==> config.mk <==
export PLATFORM = sky130hd
export DESIGN_NAME = priority_scheduler_tick
export DESIGN_NICKNAME = d
export VERILOG_FILES = /design/src/hw/rtl/pst_pkg.sv /design/src/hw/rtl/priority_scheduler_tick.sv
export SDC_FILE = /design/constraint.sdc
export NUM_CORES = 2
export LEC_CHECK = 0
export CORE_UTILIZATION = 55
export DETAILED_ROUTE_END_ITERATION = 7
export DONT_BUFFER_PORTS = 1
export PLACE_DENSITY = 0.79
export SYNTH_ARGS = -nofsm -noshare
export SYNTH_HDL_FRONTEND = slang
export SYNTH_SLANG_ARGS = --single-unit
==> constraint.sdc <==
create_clock -name clk -period 7.53 [get_ports clk]
set_input_delay 1.506 -clock clk [delete_from_list [all_inputs] [get_ports clk]]
set_output_delay 1.506 -clock clk [all_outputs]
set_load 0.005 [all_outputs]
==> src/hw/rtl/pst_pkg.sv <==
package pst_pkg;

    typedef enum logic [2:0] {
        ST_IDLE,
        ST_EVAL,
        ST_SCAN,
        ST_SERVE
    } pst_state_t;

endpackage

==> src/hw/rtl/priority_scheduler_tick.sv <==
// Priority scheduler, one command per time tick.
//
// A tick is transferred at a rising edge with start high and busy low. It may
// carry one job arrival (arrive_valid, arrive_priority, arrive_burst). Jobs get
// ids 1, 2, 3, ... in arrival order. The block retires a finished runner,
// registers the arrival (which may pre-empt the runner when preemptive is set),
// picks the best waiting job when idle, and serves one tick of it.
//
// Exactly one result per tick is shown for one cycle with result_valid high.
// The receiver cannot stall it. A tick that keeps its runner passes through
// ST_EVAL and ST_SERVE. When no runner is left it scans the job table, all
// jobs arrived so far, one slot per cycle over the single read port of the
// job memory, before it serves the tick.
// busy falls in the cycle the result is shown, so the next tick can be
// transferred in that same cycle.
//
// Reset clears time, the running job, the job count and all waiting flags and
// sets preemptive to 1. The job memory needs no clearing: a slot is written at
// its job's arrival before it is ever read. cfg_we writes preemptive.
module priority_scheduler_tick #(
    parameter int MAX_JOBS  = 16,
    parameter int TIME_BITS = 16,
    parameter int PRIO_BITS = 8,
    localparam int IdW   = $clog2(MAX_JOBS + 1),
    localparam int SlotW = (MAX_JOBS > 1) ? $clog2(MAX_JOBS) : 1
) (
    input  logic                 clk,
    input  logic                 rst_n,
    input  logic                 cfg_we,
    input  logic                 cfg_wdata,
    input  logic                 start,
    output logic                 busy,
    input  logic                 arrive_valid,
    input  logic [PRIO_BITS-1:0] arrive_priority,
    input  logic [TIME_BITS-1:0] arrive_burst,
    output logic                 result_valid,
    output logic [TIME_BITS-1:0] tick_time,
    output logic [IdW-1:0]       run_id,
    output logic                 first_run,
    output logic                 done_valid,
    output logic [IdW-1:0]       done_id,
    output logic [TIME_BITS-1:0] done_turnaround,
    output logic [TIME_BITS-1:0] done_waiting,
    output logic                 arrival_dropped
);
    import pst_pkg::*;

    typedef struct packed {
        logic [TIME_BITS-1:0] rem;
        logic [TIME_BITS-1:0] orig;
        logic [PRIO_BITS-1:0] prio;
        logic [TIME_BITS-1:0] stamp;
    } job_row_t;

    job_row_t job_mem [MAX_JOBS];

    pst_state_t state_reg, state_next;

    logic                 preempt_reg;
    logic [TIME_BITS-1:0] now_reg, now_next;
    logic [IdW-1:0]       running_reg, running_next;
    logic [IdW-1:0]       count_reg, count_next;
    logic [MAX_JOBS-1:0]  waiting_reg, waiting_next;

    logic                 in_valid_reg;
    logic [PRIO_BITS-1:0] in_prio_reg;
    logic [TIME_BITS-1:0] in_burst_reg;

    job_row_t             cur_row_reg, cur_row_next;
    job_row_t             best_row_reg, best_row_next;
    logic [IdW-1:0]       best_reg, best_next;
    logic [IdW-1:0]       scan_idx_reg, scan_idx_next;
    logic                 cmp_valid_reg, cmp_valid_next;
    logic [SlotW-1:0]     cmp_idx_reg, cmp_idx_next;

    logic                 dvalid_reg, dvalid_next;
    logic [IdW-1:0]       did_reg, did_next;
    logic [TIME_BITS-1:0] dturn_reg, dturn_next;
    logic [TIME_BITS-1:0] dorig_reg, dorig_next;
    logic                 dropped_reg, dropped_next;

    logic                 res_valid_reg, res_valid_next;
    logic [TIME_BITS-1:0] res_time_reg, res_time_next;
    logic [IdW-1:0]       res_run_reg, res_run_next;
    logic                 res_first_reg, res_first_next;
    logic                 res_dvalid_reg, res_dvalid_next;
    logic [IdW-1:0]       res_did_reg, res_did_next;
    logic [TIME_BITS-1:0] res_turn_reg, res_turn_next;
    logic [TIME_BITS-1:0] res_wait_reg, res_wait_next;
    logic                 res_drop_reg, res_drop_next;

    logic [SlotW-1:0]     rd_addr;
    job_row_t             rd_data_reg;
    logic                 wr_en;
    logic [SlotW-1:0]     wr_addr;
    job_row_t             wr_data;

    logic                 accept;
    logic [IdW-1:0]       run_slot_id;
    logic [SlotW-1:0]     run_slot;

    assign accept      = start && (state_reg == ST_IDLE);
    assign busy        = (state_reg != ST_IDLE);
    assign run_slot_id = running_reg - IdW'(1);
    assign run_slot    = run_slot_id[SlotW-1:0];

    // Job memory: one write port, one registered read port.
    always_ff @(posedge clk)
    begin
        if (wr_en)
        begin
            job_mem[wr_addr] <= wr_data;
        end
        rd_data_reg <= job_mem[rd_addr];
    end

    always_ff @(posedge clk or negedge rst_n)
    begin
        if (!rst_n)
        begin
            state_reg     <= ST_IDLE;
            preempt_reg   <= 1'b1;
            now_reg       <= '0;
            running_reg   <= '0;
            count_reg     <= '0;
            waiting_reg   <= '0;
            cmp_valid_reg <= 1'b0;
            res_valid_reg <= 1'b0;
        end
        else
        begin
            state_reg     <= state_next;
            now_reg       <= now_next;
            running_reg   <= running_next;
            count_reg     <= count_next;
            waiting_reg   <= waiting_next;
            cmp_valid_reg <= cmp_valid_next;
            res_valid_reg <= res_valid_next;
            if (cfg_we)
            begin
                preempt_reg <= cfg_wdata;
            end
        end
    end

    always_ff @(posedge clk)
    begin
        if (accept)
        begin
            in_valid_reg <= arrive_valid;
            in_prio_reg  <= arrive_priority;
            in_burst_reg <= arrive_burst;
        end
        cur_row_reg    <= cur_row_next;
        best_row_reg   <= best_row_next;
        best_reg       <= best_next;
        scan_idx_reg   <= scan_idx_next;
        cmp_idx_reg    <= cmp_idx_next;
        dvalid_reg     <= dvalid_next;
        did_reg        <= did_next;
        dturn_reg      <= dturn_next;
        dorig_reg      <= dorig_next;
        dropped_reg    <= dropped_next;
        res_time_reg   <= res_time_next;
        res_run_reg    <= res_run_next;
        res_first_reg  <= res_first_next;
        res_dvalid_reg <= res_dvalid_next;
        res_did_reg    <= res_did_next;
        res_turn_reg   <= res_turn_next;
        res_wait_reg   <= res_wait_next;
        res_drop_reg   <= res_drop_next;
    end

    always_comb
    begin
        logic [IdW-1:0]       run;
        logic [IdW-1:0]       new_id;
        logic [SlotW-1:0]     new_slot;
        logic [SlotW-1:0]     sel_slot;
        logic [IdW-1:0]       sel_id;
        job_row_t             new_row;
        job_row_t             served;

        state_next     = state_reg;
        now_next       = now_reg;
        running_next   = running_reg;
        count_next     = count_reg;
        waiting_next   = waiting_reg;
        cur_row_next   = cur_row_reg;
        best_row_next  = best_row_reg;
        best_next      = best_reg;
        scan_idx_next  = scan_idx_reg;
        cmp_valid_next = 1'b0;
        cmp_idx_next   = cmp_idx_reg;
        dvalid_next    = dvalid_reg;
        did_next       = did_reg;
        dturn_next     = dturn_reg;
        dorig_next     = dorig_reg;
        dropped_next   = dropped_reg;

        res_valid_next  = 1'b0;
        res_time_next   = res_time_reg;
        res_run_next    = res_run_reg;
        res_first_next  = res_first_reg;
        res_dvalid_next = res_dvalid_reg;
        res_did_next    = res_did_reg;
        res_turn_next   = res_turn_reg;
        res_wait_next   = res_wait_reg;
        res_drop_next   = res_drop_reg;

        rd_addr = run_slot;
        wr_en   = 1'b0;
        wr_addr = run_slot;
        wr_data = cur_row_reg;

        run      = running_reg;
        new_id   = count_reg + IdW'(1);
        new_slot = count_reg[SlotW-1:0];
        sel_slot = '0;
        sel_id   = '0;
        new_row  = '{rem: in_burst_reg, orig: in_burst_reg, prio: in_prio_reg,
                     stamp: now_reg};
        served   = cur_row_reg;

        unique case (state_reg)
            ST_IDLE:
            begin
                // The runner's row is read at the transfer edge.
                if (accept)
                begin
                    state_next = ST_EVAL;
                end
            end

            ST_EVAL:
            begin
                cur_row_next = rd_data_reg;
                dvalid_next  = 1'b0;
                did_next     = '0;
                dturn_next   = '0;
                dorig_next   = '0;
                dropped_next = 1'b0;
                if (run != '0 && rd_data_reg.rem == '0)
                begin
                    dvalid_next            = 1'b1;
                    did_next               = run;
                    dturn_next             = now_reg - rd_data_reg.stamp;
                    dorig_next             = rd_data_reg.orig;
                    waiting_next[run_slot] = 1'b0;
                    run                    = '0;
                end
                if (in_valid_reg)
                begin
                    if (count_reg < IdW'(MAX_JOBS))
                    begin
                        wr_en      = 1'b1;
                        wr_addr    = new_slot;
                        wr_data    = new_row;
                        count_next = new_id;
                        if (preempt_reg && run != '0 && in_prio_reg < rd_data_reg.prio)
                        begin
                            waiting_next[run_slot] = 1'b1;
                            waiting_next[new_slot] = 1'b0;
                            run                    = new_id;
                            cur_row_next           = new_row;
                        end
                        else
                        begin
                            waiting_next[new_slot] = 1'b1;
                        end
                    end
                    else
                    begin
                        dropped_next = 1'b1;
                    end
                end
                running_next = run;
                if (run == '0)
                begin
                    scan_idx_next = '0;
                    best_next     = '0;
                    state_next    = ST_SCAN;
                end
                else
                begin
                    state_next = ST_SERVE;
                end
            end

            ST_SCAN:
            begin
                // Reads are issued one slot per cycle; each row is compared
                // in the cycle after its read.
                if (scan_idx_reg < count_reg)
                begin
                    rd_addr        = scan_idx_reg[SlotW-1:0];
                    cmp_valid_next = 1'b1;
                    cmp_idx_next   = scan_idx_reg[SlotW-1:0];
                    scan_idx_next  = scan_idx_reg + IdW'(1);
                end
                if (cmp_valid_reg)
                begin
                    if (waiting_reg[cmp_idx_reg] &&
                        (best_reg == '0 || rd_data_reg.prio < best_row_reg.prio))
                    begin
                        best_next     = IdW'(cmp_idx_reg) + IdW'(1);
                        best_row_next = rd_data_reg;
                    end
                end
                else if (scan_idx_reg >= count_reg)
                begin
                    running_next = best_reg;
                    cur_row_next = best_row_reg;
                    sel_id       = best_reg - IdW'(1);
                    sel_slot     = sel_id[SlotW-1:0];
                    if (best_reg != '0)
                    begin
                        waiting_next[sel_slot] = 1'b0;
                    end
                    state_next = ST_SERVE;
                end
            end

            ST_SERVE:
            begin
                res_first_next = 1'b0;
                if (run != '0)
                begin
                    res_first_next = (cur_row_reg.rem == cur_row_reg.orig);
                    if (cur_row_reg.rem != '0)
                    begin
                        served.rem = cur_row_reg.rem - TIME_BITS'(1);
                    end
                    wr_en   = 1'b1;
                    wr_addr = run_slot;
                    wr_data = served;
                end
                res_valid_next  = 1'b1;
                res_time_next   = now_reg;
                res_run_next    = run;
                res_dvalid_next = dvalid_reg;
                res_did_next    = did_reg;
                res_turn_next   = dturn_reg;
                res_wait_next   = dturn_reg - dorig_reg;
                res_drop_next   = dropped_reg;
                now_next        = now_reg + TIME_BITS'(1);
                state_next      = ST_IDLE;
            end

            default:
            begin
                state_next = ST_IDLE;
            end
        endcase
    end

    assign result_valid    = res_valid_reg;
    assign tick_time       = res_time_reg;
    assign run_id          = res_run_reg;
    assign first_run       = res_first_reg;
    assign done_valid      = res_dvalid_reg;
    assign done_id         = res_did_reg;
    assign done_turnaround = res_turn_reg;
    assign done_waiting    = res_wait_reg;
    assign arrival_dropped = res_drop_reg;

endmodule

==> metrics.cfg <==
[die]
dieArea_sq_mm = 0.0931
die_h_um = 305
coreArea_sq_mm = 0.0906
rows = 110
die-width_um = 305
boundaryPins = 93
start_util_pct = 55.8

[sta]
fin_crit_ns = 4.89
relSlewSlack_pct = 14.4
finalMaxSlewViolations = 0
post-route-period-util_pct = 64.9
rsz0062_at_grt = no
max_freq_mhz = 204
setup_viol = 0
final_hold_viol_count = 0
tightest_slew_ns = 1.28
skew_ns = 0.0234
setup_tns_ns = 0

[clock_network]
h-tree-depth = 3
clockBufferDepth = 3
root_buffer = clkbuf_16
cts_made_buffers = 118
ctsResizeCount = 0
clock_sinks = 1250
ctsHoldBuffers = 0
cts_tree = yes
clock_latency_ns = 0.71
post_cts_buffers = 0
cts.clk_slew.worst_paths_ns = 0.06

[finish]
largest_reg_flops = 896
syn_to_final_growth_pct = 10.2
nets = 3288
fillers = 6286
fin_util_pct = 61.5
drive_above_1_share_pct = 8.42
largest_register = job_mem
stdcell_count = 4469

[synth]
syn_inst = 3191
ys_ff_latch = 1250
synth-seq-area-share_pct = 72.7
synth_edf_count = 1147
syn_nets = 3289
async_flop_share_pct = 3.76
netlist.area_leader.share_pct = 68.2
yosysUniqueCellTypes = 69
syn-mean-instance-area_sq_um = 15.8
yosysWarnings = 0
ys.flop_type = edfxtp_1
synth_area_sq_mm = 0.0505
synth_area_leaders = edfxtp_1, mux2i_1, o22ai_1, dfrtp_1, dfxtp_1
synth_area_leader_cell = edfxtp_1

[placed_design]
dp.cells = 4246
gp_congestion = 0.916
numPortBuffers = 0
dp_hpwl_um = 66900

[worst_setup_path]
cp-startpoint = count_reg[3]
path_common_cell = and3_1
crit_type = reg -> reg
cp-end-kind = flip-flop
cp_slowest_stage_delay_ns = 0.73
worstPathArrival_ns = 5.45
cp-start-kind = flip-flop
cp_slowest_cell = buf_12
cp_cell_sequence = clkinv_1 -> ha_1 -> and3_1 -> o21ai_1 -> and3_1 -> buf_4 -> o21ai_4 -> buf_12 -> mux2i_1 -> o22ai_1 -> or4_1
cp_max_fo = 148
cp_num_buf_inv = 3
cp.required_ns = 8.09
cp_top_family = buffers and inverters
timing.rr.start = count_reg[3]

[hold_path]
hp-class = reg -> reg
min_from = did_reg[2]

[run]
max_cap_viol_count = 0

[drt]
drtIter0Drc = 3772
antenna_left = 0
wl_um = 119000
remaining_drc_errors = 0
vias_per_cell = 6.44
routedWlPerCell_um = 26.5
num_vias = 28800
firstDrtPassIters = 6

[power_and_ir_drop]
p_leak_nw = 19.0
p_switching_mw = 9.73
p_int_mw = 16.9
switching_share_pct = 36.6
seq_power_share_pct = 42.3
power_frac_comb_pct = 35.8
vdd.ir_drop.worst_mv = 0.471
clkPwrFrac_pct = 21.8
power_density_mw_per_mm2 = 478

[global_route]
grt.total_usage_pct = 25.3
grt_max_degree = 149
grt_antenna_before_repair = 8
grt_pass1_vias = 27700
grt_pass1_wl_um = 175000
grt_overflow = 0

[run_status]
status = complete, no violations

-- routing by layer --
metal / track usage (%) / vias up / routed length [um]
li1: - / 12500 / -
met1: 36.1 / 14300 / 47000
met2: 39.0 / 1708 / 54500
met3: 5.69 / 244 / 13900
met4: 7.53 / 2 / 3100
met5: 0 / - / 20
-- through the flow --
step	power (mW)	hold slack (ns)	instance area (sq um)	setup WS, ns
after global placement	20.4	0.401	51800	2.90
after global routing	27.6	0.430	55700	2.50
after floorplan	17.6	0.400	50500	2.08
after CTS	26.4	0.418	55700	2.83
after detailed placement	20.6	0.405	51800	2.85
final	26.6	0.417	55700	2.64
-- synth_stat cells, drive strengths merged (3+ instances only) --
| cell | instances |
|---|---|
| mux2i | 453 |
| a21o | 7 |
| a31oi | 29 |
| dfxtp | 56 |
| ha | 66 |
| o21a | 6 |
| o221ai | 28 |
| nor3 | 21 |
| a32oi | 3 |
| and3 | 7 |
| and2 | 43 |
| a21oi | 90 |
| nor2b | 11 |
| o21ai | 94 |
| xor2 | 46 |
| xnor2 | 41 |
| o22ai | 225 |
| mux4 | 5 |
| inv | 74 |
| a22o | 39 |
| nor4 | 11 |
| nand2 | 149 |
| o2bb2ai | 3 |
| dfrtp | 46 |
| buf | 98 |
| nand3 | 42 |
| a221o | 15 |
| edfxtp | 1147 |
| nor2 | 115 |
| a21boi | 17 |
| a41oi | 7 |
| nand2b | 8 |
| a211oi | 12 |
| o211ai | 3 |
| or4 | 60 |
| clkbuf | 72 |
| nand4 | 11 |
-- kinds of logic after synthesis --
logic type | after synthesis | share of synthesized area [%]
mux | 459 | 9.22
flops | 1250 | 72.7
buf+inv | 246 | 2.36
simple gates | 488 | 4.84
fa+ha+maj | 68 | 1.71
xor+xnor | 87 | 1.51
compound gates | 593 | 7.63
-- power groups by stage --
stage	clock [mW]	combinational [mW]	sequential (mW)
floorplan	0	6.73	10.9
CTS	5.85	9.34	11.2
detailed placement	0	9.28	11.4
global route	6.14	10.1	11.4
finish	5.81	9.52	11.3
global placement	0	9.04	11.3
-- area by class of cell --
class                           instances  area (sq um)  share of cell area [%]
Antenna cell                            2          5.00                 0.00899
Clock buffer                          151          3180                    5.71
Clock inverter                         70           653                    1.17
Inverter                               76           285                   0.513
Multi-Input combinational cell       1695         12900                    23.2
Sequential cell                      1250         36700                    66.0
Tap cell                             1176          1470                    2.64
Timing Repair Buffer                   49           418                   0.751
-- cells in the final DEF, fill, tap and decap left out, types with 41 or more instances in the layout --
cell,n
dfrtp_1,46
nor2_1,99
o21ai_0,68
clkbuf_16,119
nand3_1,42
ha_1,63
dfxtp_1,56
mux2i_1,453
o22ai_1,225
xor2_1,46
and2_1,41
a21oi_1,89
nand2_1,149
or4_1,59
xnor2_1,41
inv_1,73
edfxtp_1,1147
buf_4,45
-- worst register-to-register path, cell delays in order, from the launching register on --
cell and delay [ns]:
dfrtp_1 0.53, clkinv_1 0.37, ha_1 0.42, and3_1 0.18, o21ai_1 0.13, and3_1 0.21
buf_4 0.24, o21ai_4 0.73, buf_12 0.74, mux2i_1 0.59, o22ai_1 0.12, or4_1 0.53
-- final timing paths --
kind                                   end  slack (ns)  cells past startpoint
max                        rd_data_reg[48]        2.64                     11
min                             done_id[2]        0.42                      0
max reg2reg                rd_data_reg[48]        2.64                     11
min reg2reg                     done_id[2]        0.42                      0
max in group asynchronous      preempt_reg        6.82                      0
min in group asynchronous       now_reg[7]        0.51                      0
(Power assumes the default switching activity.)
